==> src/hw/rtl/cc20_pkg.sv <==
// Shared types and constants for the ChaCha20 stream cipher.
package cc20_pkg;

	localparam logic [31:0] SIGMA0 = 32'h61707865;
	localparam logic [31:0] SIGMA1 = 32'h3320646e;
	localparam logic [31:0] SIGMA2 = 32'h79622d32;
	localparam logic [31:0] SIGMA3 = 32'h6b206574;

	localparam int NUM_REGS = 7;

	// Register indexes of the configuration port.
	localparam logic [2:0] REG_KEY0   = 3'd0;
	localparam logic [2:0] REG_KEY1   = 3'd1;
	localparam logic [2:0] REG_KEY2   = 3'd2;
	localparam logic [2:0] REG_KEY3   = 3'd3;
	localparam logic [2:0] REG_NONCE0 = 3'd4;
	localparam logic [2:0] REG_NONCE1 = 3'd5;
	localparam logic [2:0] REG_CTR    = 3'd6;

	// Commands from the controller to the datapath.
	typedef struct packed {
		logic load;      // copy the input state into the working words
		logic col;       // run one column round
		logic diag;      // run one diagonal round
		logic finish;    // feed-forward add into the keystream buffer
	} cc20_cmd_t;

	function automatic logic [31:0] rol(input logic [31:0] v, input int s);
		rol = (v << s) | (v >> (32 - s));
	endfunction

	// One full quarter-round on four words.
	function automatic logic [127:0] qr(input logic [31:0] a, input logic [31:0] b,
			input logic [31:0] c, input logic [31:0] d);
		logic [31:0] ta, tb, tc, td;
		ta = a + b; td = rol(d ^ ta, 16);
		tc = c + td; tb = rol(b ^ tc, 12);
		ta = ta + tb; td = rol(td ^ ta, 8);
		tc = tc + td; tb = rol(tb ^ tc, 7);
		qr = {td, tc, tb, ta};
	endfunction

endpackage

==> src/hw/rtl/cc20_ctrl.sv <==
// Controller: message tracking, block sequencing and output register.
module cc20_ctrl import cc20_pkg::*; #(
	parameter int DOUBLE_ROUNDS = 10
) (
	input  logic        clk,
	input  logic        arst_n,
	input  logic        in_valid,
	output logic        in_ready,
	input  logic [7:0]  in_data,
	input  logic        in_last,
	output logic        out_valid,
	input  logic        out_ready,
	output logic [7:0]  out_data,
	output logic        out_last,
	input  logic [31:0] start_counter,
	output cc20_cmd_t   cmd,
	output logic [31:0] counter,
	output logic [5:0]  rd_pos,
	input  logic [7:0]  ks_byte
);

	localparam int RW = $clog2(2 * DOUBLE_ROUNDS);

	typedef enum logic [2:0] {IDLE, LOAD, ROUND, FINISH, EMIT} state_t;

	state_t      state_q;
	logic [RW-1:0] rnd_q;
	logic [31:0] ctr_q;
	logic [5:0]  pos_q;
	logic        open_q;
	logic [7:0]  data_q;
	logic        last_q;
	logic        ovalid_q;
	logic [7:0]  odata_q;
	logic        olast_q;

	assign in_ready  = (state_q == IDLE);
	assign out_valid = ovalid_q;
	assign out_data  = odata_q;
	assign out_last  = olast_q;
	assign rd_pos    = pos_q;
	assign counter   = ctr_q;

	always_comb begin
		cmd = '0;
		cmd.load   = (state_q == LOAD);
		cmd.col    = (state_q == ROUND) && !rnd_q[0];
		cmd.diag   = (state_q == ROUND) && rnd_q[0];
		cmd.finish = (state_q == FINISH);
	end

	// Sequencer: accept a byte, refill the block when needed, then emit.
	always_ff @(posedge clk or negedge arst_n) begin
		if (!arst_n) begin
			state_q  <= IDLE;
			rnd_q    <= '0;
			ctr_q    <= '0;
			pos_q    <= '0;
			open_q   <= 1'b0;
			data_q   <= '0;
			last_q   <= 1'b0;
			ovalid_q <= 1'b0;
			odata_q  <= '0;
			olast_q  <= 1'b0;
		end else begin
			// The output beat is loaded in EMIT and dropped once taken.
			if (state_q == EMIT && (!ovalid_q || out_ready)) ovalid_q <= 1'b1;
			else if (out_ready) ovalid_q <= 1'b0;
			unique case (state_q)
				IDLE: if (in_valid) begin
					data_q <= in_data;
					last_q <= in_last;
					open_q <= 1'b1;
					if (!open_q) begin
						ctr_q <= start_counter;
						pos_q <= '0;
						state_q <= LOAD;
					end else if (pos_q == '0) begin
						state_q <= LOAD;
					end else begin
						state_q <= EMIT;
					end
				end
				LOAD: begin
					rnd_q <= '0;
					state_q <= ROUND;
				end
				ROUND: begin
					rnd_q <= rnd_q + 1'b1;
					if (rnd_q == RW'(2 * DOUBLE_ROUNDS - 1)) state_q <= FINISH;
				end
				FINISH: begin
					ctr_q <= ctr_q + 32'd1;
					state_q <= EMIT;
				end
				EMIT: if (!ovalid_q || out_ready) begin
					odata_q  <= data_q ^ ks_byte;
					olast_q  <= last_q;
					pos_q    <= pos_q + 6'd1;
					if (last_q) open_q <= 1'b0;
					state_q  <= IDLE;
				end
				default: state_q <= IDLE;
			endcase
		end
	end

endmodule

==> config.mk <==
export PLATFORM = sky130hd
export DESIGN_NAME = cc20_ctrl
export DESIGN_NICKNAME = d
export VERILOG_FILES = /design/src/hw/rtl/cc20_pkg.sv /design/src/hw/rtl/cc20_ctrl.sv
export SDC_FILE = /design/constraint.sdc
export NUM_CORES = 1
export LEC_CHECK = 0
export ABC_AREA = 1
export BUFFER_PORTS_ARGS = -buffer_cell sky130_fd_sc_hd__buf_2
export CAP_MARGIN = 30
export CORE_MARGIN = 5
export CORE_UTILIZATION = 32
export CTS_CLUSTER_SIZE = 28
export DETAILED_ROUTE_END_ITERATION = 12
export PLACE_DENSITY_LB_ADDON = 0.2
export SYNTH_ARGS = -nofsm -noshare
export SYNTH_HDL_FRONTEND = slang
export SYNTH_SLANG_ARGS = --single-unit
==> constraint.sdc <==
create_clock -name clk -period 1.4 [get_ports clk]
set_input_delay 0.14 -clock clk [delete_from_list [all_inputs] [get_ports clk]]
set_output_delay 0.14 -clock clk [all_outputs]
set_load 0.01 [all_outputs]
Yosys cells after proc, flatten, opt, wreduce, memory -nomap -nowiden
Index checks and enable logic that the tools add are counted.
{"block": "classes", "add_sub_neg": 3, "n_eq_ne": 10, "muxes": 20, "n_bitwise": 1, "reduce_logical": 18}
{"operator": "32-bit two-way mux", "n": 2}
{"operator": "32-bit case mux with 2 select lines", "n": 1}
{"operator": "32-bit by 1-bit adder with 32-bit output, second input constant", "n": 1}
{"operator": "6-bit two-way mux", "n": 3}
{"operator": "3-bit two-way mux", "n": 5}
{"operator": "3-bit case mux with 5 select lines", "n": 1}
{"operator": "6-bit case mux with 2 select lines", "n": 1}
{"operator": "5-bit case mux with 2 select lines", "n": 1}
{"operator": "4-bit AND reduction", "n": 2}
{"operator": "2-bit nonzero test", "n": 4}
{"operator": "8-bit XOR", "n": 1}
{"operator": "6-bit by 1-bit adder with 6-bit output, second input constant", "n": 1}
{"operator": "3-bit by 2-bit equality test with 1-bit output, second input constant", "n": 2}
{"operator": "6-bit logical NOT", "n": 1}
{"operator": "2-bit != test, second input constant", "n": 3}
{"operator": "3-bit AND reduction", "n": 2}
{"operator": "5-bit by 1-bit adder with 5-bit output, second input constant", "n": 1}
{"operator": "5-bit equality test, second input constant", "n": 1}
{"operator": "1-bit two-way mux", "n": 5}
{"operator": "2-bit by 1-bit != test with 1-bit output, second input constant", "n": 2}
{"operator": "2-bit AND reduction", "n": 2}
{"operator": "3-bit by 1-bit equality test with 1-bit output, second input constant", "n": 1}
{"operator": "3-bit equality test, second input constant", "n": 1}
{"operator": "1-bit logical AND", "n": 3}
{"operator": "4 further kinds", "n": 5}
{"block": "totals", "register_bits": 66, "output_inout_bits": 53}

Depth between registers and ports, before layout
{"block": "depth", "word_depth": 5, "ltp_mapped": 10}

Least setup slack after synthesis
Ideal clock, no wire load.
{"block": "synth_timing", "kind": "register to register", "start": "reg ctr_q[0] (netlist: counter[0])", "end": "reg ctr_q[24] (netlist: counter[24])", "t_arrival_ns": 1.378, "t_required_ns": 1.284, "path_slack_ns": -0.094, "stages_incl_launch_ff": 11, "period_less_slack_ns": 1.494, "cell_sequence": "dfrtp_1 > ha_1 > nand2_1 > nor2_1 > nand2_2 > nor2_4 > nand2_1 > nand2_1 > nand3_1 > nand2_1 > nand2_1"}
{"block": "synth_between", "elab_chain_len": 2}
{"element": "start: declaration", "line": "cc20_ctrl.sv:28", "text": "logic [31:0] ctr_q;"}
{"element": "start signal: assignment", "line": "cc20_ctrl.sv:75", "text": "ctr_q <= start_counter;"}
{"element": "start signal: assignment", "line": "cc20_ctrl.sv:93", "text": "ctr_q <= ctr_q + 32'd1;"}
{"element": "32-bit by 1-bit adder with 32-bit output", "line": "cc20_ctrl.sv:93"}
{"element": "32-bit case mux with 2 select lines", "line": "cc20_ctrl.sv:69", "text": "unique case (state_q)"}
Every way passes these cells.
A chain may end at the register's enable or synchronous reset.

Final worst setup path
{"block": "layout_timing", "start": "reg state_q[0]", "end": "reg ctr_q[12] (netlist: counter[12])"}
{"block": "layout_between", "elab_chain_len": 3, "word_cells_on_any_way": 7}
{"element": "start: declaration", "line": "cc20_ctrl.sv:26", "text": "state_t state_q;"}
{"element": "start signal: assignment", "line": "cc20_ctrl.sv:55", "text": "state_q <= IDLE;"}
{"element": "start signal: assignment", "line": "cc20_ctrl.sv:77", "text": "state_q <= LOAD;"}
{"element": "start signal: assignment", "line": "cc20_ctrl.sv:79", "text": "state_q <= LOAD;"}
{"element": "3-bit logical NOT / 3-bit by 2-bit equality test with 1-bit output (equally long branches)", "line": "cc20_ctrl.sv:69"}
{"element": "2-bit != test (no source line) / 2-bit nonzero test (equally long branches)"}
{"element": "3-bit AND reduction (no source line)"}
Several ways; a longest one is shown, not always the timed one.

==> results.yml <==
sta:
  hold_ws_ns: 0.0351
  setup_viol: 48
  slew_viol_final: 0
  fin_skew_ns: 0.00828
  fmax_ghz: 0.669
  post-route-min-period_ns: 1.49
  final-hold-violation-count: 0
  setup_ws_ns: -0.0937
  finalSetupTns_ns: -2.32
  max_slew_margin: 0.732
  tightest_slew_ns: 0.402
  post-route-period-util: 1.07
  rsz0062_at_grt: "true"
synth:
  synthCells: 583
  syn_area_mm2: 0.00411
  synth_seq_area_share: 0.402
  ys_ff_latch: 66
  synthArstFlopShare: 1.00
  yosys.cell_types.count: 33
  synth-edff-count: 0
  yosys_warnings: 0
  syn-num-nets: 640
  syn_avg_cell_area_um2: 7.05
  synth_ff_type: "dfrtp_1"
drt:
  viasPerCell: 4.60
  wirelength_um: 13100
  drc: 0
  routedWlPerCell_um: 13.8
  ant_nets: 0
  dr.pass1.iters: 5
  drt_iter0_drc: 188
  vias: 4350
critical_path:
  rr_endpoint: "counter[12]"
  reg2reg_from: "state_q[0]"
  crit_fanout: 12
  crit_arrival_ns: 1.72
  startpoint_type: "register"
  cp.required_ns: 1.63
  worstSetupPathType: "reg2reg"
  ff2ff_setup_slack_ns: -0.09
  crit_path_end_kind: "register"
  reg2regPathDepth: 7
global_route:
  antenna_found_initial: 1
  grt_pass1_wl_um: 20300
  grt_pass1_vias: 4256
  grt_overflow_total: 0
  grt_start_max_net_pins: 67
  track_usage: 0.170
layout:
  syn_to_final_growth_pct: 52.7
  layout.nets: 826
  regArea_mm2: 0.00166
  diodes: 0
  drive_above_1_share: 0.420
  layout_common_cells: "nand2_1, buf_2, nor2_1"
  n_fill_cell: 1251
  multi_input_area_mm2: 0.00252
  final_util: 0.497
  final_common_cell: "nand2_1"
place:
  place_ws_ns: -0.0898
  hpwlAfterDp_um: 9210
  place_congestion: 0.821
  port_buffers: 105
outcome:
  status: "complete, but fails checks"
  violations: "setup timing"
min_path:
  hold_end: "data_q[7]"
  hold-path-cell-count: 2
  hold_path_class: "in2reg"
  min-delay-start: "in_data[7]"
clocking:
  cts_tree: "built"
  insertion_delay_ns: 0.34
  cts_root_buf: "clkbuf_16"
  path_clk_slew_ns: 0.06
  numCtsBuffers: 9
  clockBufferDepth: 2
  htree_levels: 3
  cts_num_sinks: 66
floorplan:
  rows: 41
  pin_count: 106
  start_util: 0.326
  die_h_um: 123
  core-area_mm2: 0.0126
  die_area_mm2: 0.0152
  dieWidth_um: 123
job:
  cap_violations: 0
power:
  power_density_mw_per_mm2: 2280
  total_leakage_power_nw: 3.02
  max-vdd-ir-drop_mv: 1.33
  total_power_mw: 14.3
[flip-flops by register name, summed over array words and instances, names as in the netlist]
signal / flops
data_q: 8
open_q: 1
rd_pos: 6
out_valid: 1
counter: 32
last_q: 1
state_q: 3
rnd_q: 5
out_data: 8
out_last: 1
[synth_stat cells (2+ instances only)]
cell type,instances,share of area
a21oi_1,14,0.017
nor3_1,2,0.0024
dfrtp_1,66,0.40
buf_2,8,0.0097
or2_2,5,0.0076
inv_1,46,0.042
o21bai_1,2,0.0037
nand3b_1,2,0.0037
mux2_2,8,0.022
xor2_1,7,0.015
o21ai_1,7,0.0085
nand2_2,5,0.0076
nand3_1,41,0.050
nand2_1,187,0.17
buf_4,3,0.0055
nor2_1,100,0.091
ha_1,4,0.012
o21ai_0,20,0.024
a31oi_1,2,0.0030
inv_2,7,0.0064
buf_6,2,0.0055
nand2_4,2,0.0055
o21ai_2,11,0.023
nor2_2,9,0.014
xnor2_1,12,0.026
nor2_4,4,0.011
[worst max-delay path by stage]
stage                start     endpoint  slack (ns)
2_1_floorplan   counter[0]  counter[24]       -0.02
3_3_place_gp   counter[15]  counter[29]       -0.04
3_5_place_dp   counter[10]  counter[26]       -0.09
4_1_cts         counter[1]  counter[18]       -0.07
5_1_grt         counter[1]  counter[26]       -0.22
6_report        state_q[0]  counter[12]       -0.09
[timing repair]
action | CTS | global route
hold buffers | 2 | 0
gates resized for setup | 28 | 111
pin swaps | 4 | 20
cloned | 1 | 4
setup endpoints to repair | 39 | 61
setup buffers | 3 | 15
hold endpoints to repair | 67 | 0
[routing by layer]
metal	wire, um	vias to the layer above	track usage
met5	13	-	0
met4	219	2	0.0602
met3	966	20	0.0512
met2	6430	127	0.288
met1	5420	1997	0.205
li1	-	2204	-
[report_power, final]
part	leakage (nW)	switching (mW)	internal, mW
Combinational	2.06	4.47	3.87
Sequential	0.816	0.867	2.78
Clock	0.151	0.881	1.47
[metrics by stage]
stage / cell area [um2] / std cells
2_1_floorplan: 4130 / 583
3_3_place_gp: 5270 / 906
3_5_place_dp: 5270 / 906
4_1_cts: 5730 / 928
5_1_grt: 6280 / 946
6_report: 6280 / 946
[worst max-delay path: stages, from the launching register on]
cell	delay [ns]
dfrtp_1	0.43
nor2_2	0.14
nand2_2	0.10
o21ai_4	0.19
nand2_8	0.14
clkbuf_16	0.21
a21oi_2	0.10
nor2_1	0.05
[cell type report]
class                      instances  share of cell area
clock buffer                      11              0.0403
sequential                        66               0.264
timing repair inverter             2             0.00359
timing repair buffer             187               0.211
clock inverter                     5             0.00837
tap                              172              0.0343
inverter                          54              0.0371
multi-input combinational        449               0.402
[logic make-up after synthesis]
| kind of cell | after synthesis | synth area share |
|---|---|---|
| mux | 8 | 0.0219 |
| compound gates | 58 | 0.0834 |
| xor+xnor | 19 | 0.0405 |
| fa+ha+maj | 4 | 0.0122 |
| buf+inv | 68 | 0.0715 |
| flops | 66 | 0.402 |
| simple gates | 360 | 0.369 |
Power figures use the tool's default switching activity.
